## src/sv/mmi_pkg.sv

```systemverilog
`timescale 1ns / 1ps
// Shared types and constants of the modular matrix inverse block.
// No dependencies; every other file but mmi_ram refers to it by scoped names.
package mmi_pkg;

	localparam int WORD_W = 31;
	localparam int SIZE_W = 7;
	localparam logic [WORD_W-1:0] DEFAULT_MOD = 31'd1000000007;
	localparam logic [WORD_W-1:0] MIN_MOD = 31'd3;
	localparam logic [WORD_W-1:0] WORD_ONE = 31'd1;
	localparam logic [WORD_W-1:0] WORD_ZERO = 31'd0;
	localparam logic [SIZE_W-1:0] SIZE_RESET = 7'd1;

	// Operation codes of an input word.
	localparam logic OP_LOAD = 1'b0;
	localparam logic OP_READ = 1'b1;

	// Configuration register indexes.
	localparam logic CFG_SIZE = 1'b0;
	localparam logic CFG_MOD = 1'b1;

	typedef struct packed {
		logic              op;
		logic [WORD_W-1:0] element_value;
	} in_word_t;

	typedef struct packed {
		logic [WORD_W-1:0] inverse_value;
		logic              is_last;
		logic              singular;
	} out_word_t;

	typedef enum logic [5:0] {
		ST_IDLE, ST_LD_WAIT, ST_RD_OUT, ST_INIT,
		ST_SRCH_RD, ST_SRCH_CHK,
		ST_SW0, ST_SW1, ST_SW2, ST_SW3,
		ST_PIV_RD, ST_PIV_LAT, ST_POW_CHK, ST_POW_MA, ST_POW_SQ,
		ST_SC0, ST_SC1, ST_SC2, ST_SC3,
		ST_ELC_RD, ST_ELC_LAT, ST_BK_RD, ST_BK_LAT,
		ST_R0, ST_R1, ST_R2, ST_R3, ST_R4,
		ST_DONE
	} state_t;

	// Modular subtraction of two reduced values.
	function automatic logic [WORD_W-1:0] sub_mod(input logic [WORD_W-1:0] a,
			input logic [WORD_W-1:0] b, input logic [WORD_W-1:0] p);
		logic [WORD_W:0] d;
		d = {1'b0, a} - {1'b0, b};
		if (a < b) begin
			d = d + {1'b0, p};
		end
		return d[WORD_W-1:0];
	endfunction

endpackage

```

## src/sv/mmi_mulmod.sv

```systemverilog
`timescale 1ns / 1ps
// Bit-serial modular multiplier: one multiplier bit per cycle.
// Depends on mmi_pkg for the word width.
module mmi_mulmod (
	input  logic                       clk,
	input  logic                       arst_n,
	input  logic                       start,
	input  logic [mmi_pkg::WORD_W-1:0] x,
	input  logic [mmi_pkg::WORD_W-1:0] y,
	input  logic [mmi_pkg::WORD_W-1:0] p,
	output logic                       done,
	output logic [mmi_pkg::WORD_W-1:0] result
);
	localparam int W = mmi_pkg::WORD_W;
	localparam int CNT_W = $clog2(W);

	logic [W-1:0] acc_q, x_q, y_q, p_q;
	logic [CNT_W-1:0] cnt_q;
	logic busy_q, done_q;
	logic [W:0] dbl, dbl_r, sum, sum_r;

	// One step: acc = 2*acc + bit*x, each add followed by one reduction.
	always_comb begin
		dbl = {acc_q, 1'b0};
		dbl_r = (dbl >= {1'b0, p_q}) ? dbl - {1'b0, p_q} : dbl;
		sum = dbl_r + (y_q[W-1] ? {1'b0, x_q} : '0);
		sum_r = (sum >= {1'b0, p_q}) ? sum - {1'b0, p_q} : sum;
	end

	// Control of the iteration.
	always_ff @(posedge clk or negedge arst_n) begin
		if (!arst_n) begin
			busy_q <= 1'b0;
			done_q <= 1'b0;
			cnt_q <= '0;
		end else begin
			done_q <= 1'b0;
			if (start) begin
				busy_q <= 1'b1;
				cnt_q <= '0;
			end else if (busy_q) begin
				cnt_q <= cnt_q + 1'b1;
				if (cnt_q == CNT_W'(W - 1)) begin
					busy_q <= 1'b0;
					done_q <= 1'b1;
				end
			end
		end
	end

	// Operands and accumulator.
	always_ff @(posedge clk) begin
		if (start) begin
			acc_q <= '0;
			x_q <= x;
			y_q <= y;
			p_q <= p;
		end else if (busy_q) begin
			acc_q <= sum_r[W-1:0];
			y_q <= {y_q[W-2:0], 1'b0};
		end
	end

	assign done = done_q;
	assign result = acc_q;
endmodule

```

## config.mk

```make
export PLATFORM = sky130hd
export DESIGN_NAME = mmi_mulmod
export DESIGN_NICKNAME = d
export VERILOG_FILES = /design/src/sv/mmi_pkg.sv /design/src/sv/mmi_mulmod.sv
export SDC_FILE = /design/constraint.sdc
export NUM_CORES = 1
export LEC_CHECK = 0
export BUFFER_PORTS_ARGS = -buffer_cell sky130_fd_sc_hd__buf_2
export CAP_MARGIN = 20
export CORE_AREA = 2 2 140 142
export CTS_CLUSTER_SIZE = 20
export DETAILED_ROUTE_END_ITERATION = 16
export DIE_AREA = 0 0 142 144
export GPL_ROUTABILITY_DRIVEN = 0
export PLACE_DENSITY = 0.79
export SLEW_MARGIN = 20
export SYNTH_ARGS = -nofsm -noshare
export SYNTH_HDL_FRONTEND = slang
export SYNTH_SLANG_ARGS = --single-unit
```

## constraint.sdc

```tcl
create_clock -name clk -period 9.9 [get_ports clk]
set_input_delay 0.495 -clock clk [delete_from_list [all_inputs] [get_ports clk]]
set_output_delay 0.495 -clock clk [all_outputs]
set_load 0.1 [all_outputs]
```

# [After elaboration in Yosys (flattened, before gate mapping)]
# Index checks and enable logic that the tools add are counted.
[totals] in_bits=96 output_inout_bits=32 reg_bits=131
[op_classes] n_addsub=4 mux=13 order_cmp=2 eq_ne=1 n_reduce_logical=1
[ops] cell="2-to-1 mux 31 bit" n=4
[ops] cell=">= comparator 32 x 31 -> 1 bit" n=2
[ops] cell="adder 32 x 31 -> 32 bit" n=1
[ops] cell="2-to-1 mux 32 bit" n=1
[ops] cell="subtractor 32 x 31 -> 32 bit" n=1
[ops] cell="subtractor 31 bit" n=1
[ops] cell="2-to-1 mux 5 bit" n=2
[ops] cell="2-to-1 mux 1 bit" n=6
[ops] cell="adder 5 x 1 -> 5 bit (second input constant)" n=1
[ops] cell="equality test 5 bit (second input constant)" n=1
[ops] cell="nonzero test 2 bit" n=1

# [Longest topological paths before layout]
# Gate-level depths: netlist (run 1).
[depth] word_depth=5 mapped_depth=33 ltp_nobuf=33

# [Least setup slack after synthesis (run 1)]
# OpenSTA, ideal clock, no wires.
[synth_path] path_type="register -> register" startpoint="reg acc_q[16], in the netlist result[16]" endpoint="reg acc_q[0], in the netlist result[0]" t_arrival_ps=7525 required_ps=9781 path_stages_with_launch=33 slack_ps=2256 period_less_slack_ps=7644 cell_sequence="dfxtp_1 ha_1 a211oi_1 o21ai_1 a221o_1 or4_1 o21ai_2 clkbuf_1 clkbuf_1 nand2_1 o31ai_1 ha_1 buf_2 nand3_1 or3b_2 o41ai_2 o21ai_0 or3_1 a211oi_1 o21a_1 nor2_1 xor2_1 inv_1 ha_1 a21oi_1 o21ai_0 a21oi_1 o21ai_0 a211o_1 a31oi_4 buf_4 nand3_1 a32o_1"
[synth_between] elab_chain_len=5
[synth_lines] element="start, declared" line_no="mmi_mulmod.sv:17" rtl="logic [W-1:0] acc_q, x_q, y_q, p_q;"
[synth_lines] element="start signal, assigned" line_no="mmi_mulmod.sv:59" rtl="acc_q <= sum_r[W-1:0];"
[synth_lines] element="subtractor 32 x 31 -> 32 bit / >= comparator 32 x 31 -> 1 bit (equally long branches)" line_no="mmi_mulmod.sv:25" rtl="dbl_r = (dbl >= {1'b0, p_q}) ? dbl - {1'b0, p_q} : dbl;"
[synth_lines] element="2-to-1 mux 32 bit *" line_no="mmi_mulmod.sv:25"
[synth_lines] element="adder 32 x 31 -> 32 bit *" line_no="mmi_mulmod.sv:26" rtl="sum = dbl_r + (y_q[W-1] ? {1'b0, x_q} : '0);"
[synth_lines] element=">= comparator 32 x 31 -> 1 bit / subtractor 31 bit (equally long branches)" line_no="mmi_mulmod.sv:27" rtl="sum_r = (sum >= {1'b0, p_q}) ? sum - {1'b0, p_q} : sum;"
[synth_lines] element="2-to-1 mux 31 bit *" line_no="mmi_mulmod.sv:27"
# Mark *: on every way between the ends. The rest lies on a longest branch, timed or not.
# A chain may end at the register's enable or synchronous reset.

# [Final worst setup path (run 1)]
[layout_path] startpoint="reg p_q[0]" endpoint="reg acc_q[22], in the netlist result[22]"
[layout_between] elab_chain_len=5
[layout_lines] element="start, declared" line_no="mmi_mulmod.sv:17"
[layout_lines] element="start signal, assigned" line_no="mmi_mulmod.sv:57" rtl="p_q <= p;"
[layout_lines] element="subtractor 32 x 31 -> 32 bit / >= comparator 32 x 31 -> 1 bit (equally long branches)" line_no="mmi_mulmod.sv:25"
[layout_lines] element="2-to-1 mux 32 bit" line_no="mmi_mulmod.sv:25"
[layout_lines] element="adder 32 x 31 -> 32 bit" line_no="mmi_mulmod.sv:26"
[layout_lines] element="subtractor 31 bit / >= comparator 32 x 31 -> 1 bit (equally long branches)" line_no="mmi_mulmod.sv:27"
[layout_lines] element="2-to-1 mux 31 bit *" line_no="mmi_mulmod.sv:27"
# Marks and branches as above.

==> flow_summary.ini, run 1 <==
[critical_path]
slowest_delay_ns = 0.75
required_ns = 10.22
cp-start-kind = flop
reg2reg_slack_ns = 1.02
r2r-start = p_q[0]
r2r_end = result[22]
r2r_cells = 28
path_class = flop to flop
worst_ep_arrival_time_ns = 9.21
crit_slowest_cell = a31oi_4
cpMostUsedCell = o21ai_0
end_kind = flop
worstPathMaxFanout = 27

[die]
start_util = 0.540
die_w_um = 142
die_area_um2 = 20400
num_rows = 51
io_pins = 128
die_h_um = 144
core_um2 = 19100

[grt]
grt_start_max_net_pins = 66
grt_usage = 0.273
antenna_found_initial = 0
overflow = 0
grt_pass1_wl_um = 44300
first_global_vias = 8812

[min_path]
hold_path_class = input port to flop
whs_endpoint = p_q[27]
min_path_cells = 1
min-delay-start = p[27]

[yosys]
synth_edf_count = 93
yosysMostFrequentCell = ha_1
netlist_instances = 1141
yosysTopAreaCellShare = 0.271
synth.mux.area_fraction = 0.0393
ys_top_cells_by_count = ha_1, edfxtp_1, nand2_1
synth_compound_area_frac = 0.226
netlist_area_um2 = 10300
synthXorXnorAreaFrac = 0.0671
yosys.area_share.simple = 0.156
synth_nets = 1335
synth-seq-cells = 131
yosys-top-cells-area = edfxtp_1, ha_1, dfxtp_1
dominantRegCellSynth = edfxtp_1
synth_top_family_by_area = compound AO/OA/AOI/OAI gates
synthAdderAreaFrac = 0.121
synth_top_cell_by_area = edfxtp_1
yosysUniqueCellTypes = 69
ys_warn_count = 0
avgSynthCellArea_um2 = 9.02
yosysSeqAreaShare = 0.349
async_reset_ff_frac = 0.0534

[place]
port_buffers = 127
post-dp-hpwl_um = 20200

[clock_network]
cts_tree = yes
clock-sinks = 131
post-cts-setup-buffer-count = 0
cts_hold_buf = 1
clkSlewWorstSetupHoldPaths_ns = 0.07
htreeDepth = 4
numCtsBuffers = 17
clk_latency_ns = 0.44
cts_buffer_depth = 2
cts_resized = 0
cts_root_buf = clkbuf_16

[sta]
layout_min_cycle_time_ns = 8.88
relSlewSlack = 0.308
finalSetupTns_ns = 0
finalHoldViolCount = 0
fmax_ghz = 0.113
final_max_slew_viol_count = 0
setup_viol = 0
tightest_slew_ns = 1.03
fin_skew_ns = 0.0135
grt_setup_unrepaired = false
fin_crit_sh = 0.897

[detailed_routing]
routedWlPerCell_um = 18.5
ant_nets = 0
routed_wl_um = 27800
dr.pass1.iters = 6
dr.first_iter.drc_count = 903
via_count = 9259
vias_per_cell = 6.15
post-route-drc-count = 0

[final_layout]
drive_gt1_frac = 0.167
area_growth_pct = 14.1
final_nets = 1449
diodes = 0

[job]
drv_cap = 0

[run_status]
status = finished, final reports clean
registers in the layout, indices dropped and copies added, names as in the netlist:
signal  cells
p_q        31
result     31
x_q        31
y_q        31
cnt_q       5
busy_q      1
done        1
per-layer routing:
metal	wire length, um	track usage	up-vias	part of all wire
li1	-	-	4454	-
met1	11900	0.358	4290	0.43
met2	12900	0.453	451	0.46
met3	2370	0.0546	64	0.085
met4	668	0.0921	0	0.024
met5	0	0	-	0
metrics by stage:
stage	cells	setup WS [ns]	cell area (um2)	util	hold WS (ns)
global placement	1472	1.58	11100	0.583	0.336
global route	1506	0.567	11800	0.616	0.217
CTS	1506	1.24	11800	0.616	0.218
finish	1506	1.02	11800	0.616	0.227
detailed placement	1473	1.32	11100	0.584	0.341
floorplan	1141	2.26	10300	-	0.199
critical path: cells and delay by family (launching register included):
| kind | cells | cell delay [ns] |
|---|---|---|
| fa+ha+maj | 3 | 1.09 |
| buf+inv | 2 | 0.17 |
| simple gates | 4 | 1.09 |
| flops | 1 | 0.37 |
| xor+xnor | 1 | 0.21 |
| compound gates | 17 | 5.38 |
| mux | 1 | 0.43 |
cell usage in the layout, fill, tap and decap left out, types with 9 or more instances in the layout:
master / n
buf_2: 126
ha_1: 95
edfxtp_1: 93
nand2_1: 92
a21oi_1: 90
nor2_1: 83
o21ai_0: 79
inv_1: 72
xnor2_1: 39
xor2_1: 38
and2_1: 34
mux2_2: 33
a21o_1: 32
dfxtp_1: 31
nand3_1: 28
nor3_1: 23
a211oi_1: 20
o211ai_1: 18
a31oi_1: 17
clkbuf_16: 17
nand4_1: 15
and3_1: 13
o21a_1: 12
o31ai_1: 11
nor2b_1: 10
a311oi_1: 10
nand2b_1: 9
o21bai_1: 9
how the worst max path moves through the flow:
| stage | from | end | slack (ns) | cells after the start |
|---|---|---|---|---|
| 2_1_floorplan | result[16] | result[0] | 2.26 | 32 |
| 3_3_place_gp | p_q[17] | result[22] | 1.58 | 28 |
| 3_5_place_dp | p_q[0] | result[22] | 1.32 | 28 |
| 4_1_cts | p_q[0] | result[22] | 1.24 | 28 |
| 5_1_grt | p_q[0] | result[7] | 0.57 | 28 |
| 6_report | p_q[0] | result[22] | 1.02 | 28 |
final cells by class:
type | count | area (um2)
fill | 1593 | 7330
multi-input combinational | 899 | 6290
sequential | 131 | 3590
timing repair buffer | 134 | 701
clock buffer | 17 | 425
tap | 238 | 298
inverter | 72 | 270
clock inverter | 15 | 183
logic make-up after synthesis:
logic type | after synthesis
multiplexers | 35
AO/OA/AOI/OAI | 355
flip-flops | 131
adder cells (fa/ha/maj) | 98
buffers and inverters | 111
XOR/XNOR | 78
AND/OR/NAND/NOR | 333
Power of run 1 is not shown: default switching activity piles up to over one toggle a cycle in this logic, so the estimate is an artifact.
==> run 2: changes to the inputs <==
- CAP_MARGIN: 20 -> not set
- PLACE_DENSITY: 0.79 -> 0.76
==> run 2 against run 1 <==
Worst hold slack worse by 0.0030 ns. Sequential share of layout area hardly changed. Final area hardly changed. Flip-flop and latch count stayed put. Utilization hardly changed. Register-to-register slack better by 0.16 ns. Via count is 0.73% higher. Critical path depth stayed put. Critical path type unchanged. Largest cell class unchanged.
==> flow_summary.ini, run 2 (synthesis results as in run 1) <==
[run_status]
status = finished, final reports clean

[sta]
fin_crit_sh = 0.881
grt_setup_unrepaired = false
setup_viol = 0
fmax_ghz = 0.115
finalSetupTns_ns = 0
finalHoldViolCount = 0
final_max_slew_viol_count = 0
hold-worst-slack_ns = 0.224
relSlewSlack = 0.232
layout_min_cycle_time_ns = 8.72
tightest_slew_ns = 1.15
fin_skew_ns = 0.0119

[die]
num_rows = 51
die_h_um = 144
core_um2 = 19100
die_area_um2 = 20400
io_pins = 128
start_util = 0.540
die_w_um = 142

[detailed_routing]
routed-wl-met3_um = 2430
routedWlPerCell_um = 19.0
ant_nets = 0
wl_met2_um = 13200
post-route-drc-count = 0
routed_wl_um = 28600
top_layer = met4
dr.pass1.iters = 6
vias_per_cell = 6.19
dr.first_iter.drc_count = 932
wl_met1_um = 12200
via_count = 9327

[final_layout]
drive_gt1_frac = 0.169
area_growth_pct = 14.2
most-common-layout-cells = buf_2, ha_1, edfxtp_1
final_common_cell = buf_2
fill_cells = 1595
final_nets = 1450
diodes = 0

[critical_path]
reg2reg_slack_ns = 1.18
path_class = flop to flop
r2r_end = result[5]
cpMostUsedCell = o21ai_0
worstPathMaxFanout = 25
end_kind = flop
crit_slowest_cell = nor2_1
slowest_delay_ns = 0.73
worst_ep_arrival_time_ns = 8.98
required_ns = 10.16
cp-start-kind = flop
r2r_cells = 28
r2r-start = p_q[0]

[min_path]
hold_path_class = input port to flop
whs_endpoint = x_q[7]
min_path_cells = 1
min-delay-start = x[7]

[place]
port_buffers = 127
post-dp-hpwl_um = 20800

[clock_network]
clk_latency_ns = 0.44
clkSlewWorstSetupHoldPaths_ns = 0.07
htreeDepth = 4
numCtsBuffers = 17
cts_tree = yes
cts_buffer_depth = 2
clock-sinks = 131
cts_root_buf = clkbuf_16

[grt]
antenna_found_initial = 0
grt_start_max_net_pins = 83
grt_pass1_wl_um = 44400
overflow = 0
grt_usage = 0.277
first_global_vias = 8572

[job]
drv_cap = 0
## run 2: critical path, delay by kind of cell, from the launching register on
kind | cells | cell delay (ns)
compound gates | 17 | 4.73
simple gates | 4 | 1.44
fa+ha+maj | 3 | 1.11
mux | 1 | 0.42
flops | 1 | 0.39
xor+xnor | 1 | 0.25
buf+inv | 2 | 0.19
## run 2: area by class of cell
cell class                 count  area [um2]  share of cell area
multi-input combinational    899        6290               0.535
sequential                   131        3590               0.305
timing repair buffer         135         701              0.0596
clock buffer                  17         425              0.0362
tap                          238         298              0.0253
inverter                      72         270              0.0230
clock inverter                15         183              0.0155
## run 2: timing repair
| action | 4_1_cts | 5_1_grt |
|---|---|---|
| hold buffers | 1 | 0 |
| setup buffers | 0 | 0 |
| resized for setup | 0 | 0 |
| endpoints found under the hold margin | 7 | 0 |
## run 2: per-layer routing
metal / vias up / GRT usage
met1: 4328 / 0.365
met3: 67 / 0.0606
met5: - / 0
met2: 463 / 0.450
met4: 0 / 0.0984
li1: 4469 / -
## run 2: how the worst max path moves through the flow
stage / startpoint / end / slack (ns) / depth (start not counted)
floorplan: result[16] / result[0] / 2.26 / 32
global placement: p_q[17] / result[19] / 1.73 / 28
detailed placement: p_q[0] / result[5] / 1.55 / 28
CTS: p_q[0] / result[5] / 1.38 / 28
global route: p_q[0] / result[6] / 0.73 / 28
finish: p_q[0] / result[5] / 1.18 / 28
## run 2: stage by stage
| stage | cell area (um2) | worst slack [ns] | instances | util |
|---|---|---|---|---|
| 3_5_place_dp | 11100 | 1.55 | 1474 | 0.584 |
| 3_3_place_gp | 11100 | 1.73 | 1474 | 0.584 |
| 4_1_cts | 11800 | 1.38 | 1507 | 0.616 |
| 5_1_grt | 11800 | 0.726 | 1507 | 0.616 |
| 2_1_floorplan | 10300 | 2.26 | 1141 | - |
| 6_report | 11800 | 1.18 | 1507 | 0.616 |
Power of run 2 is left out for the same reason.
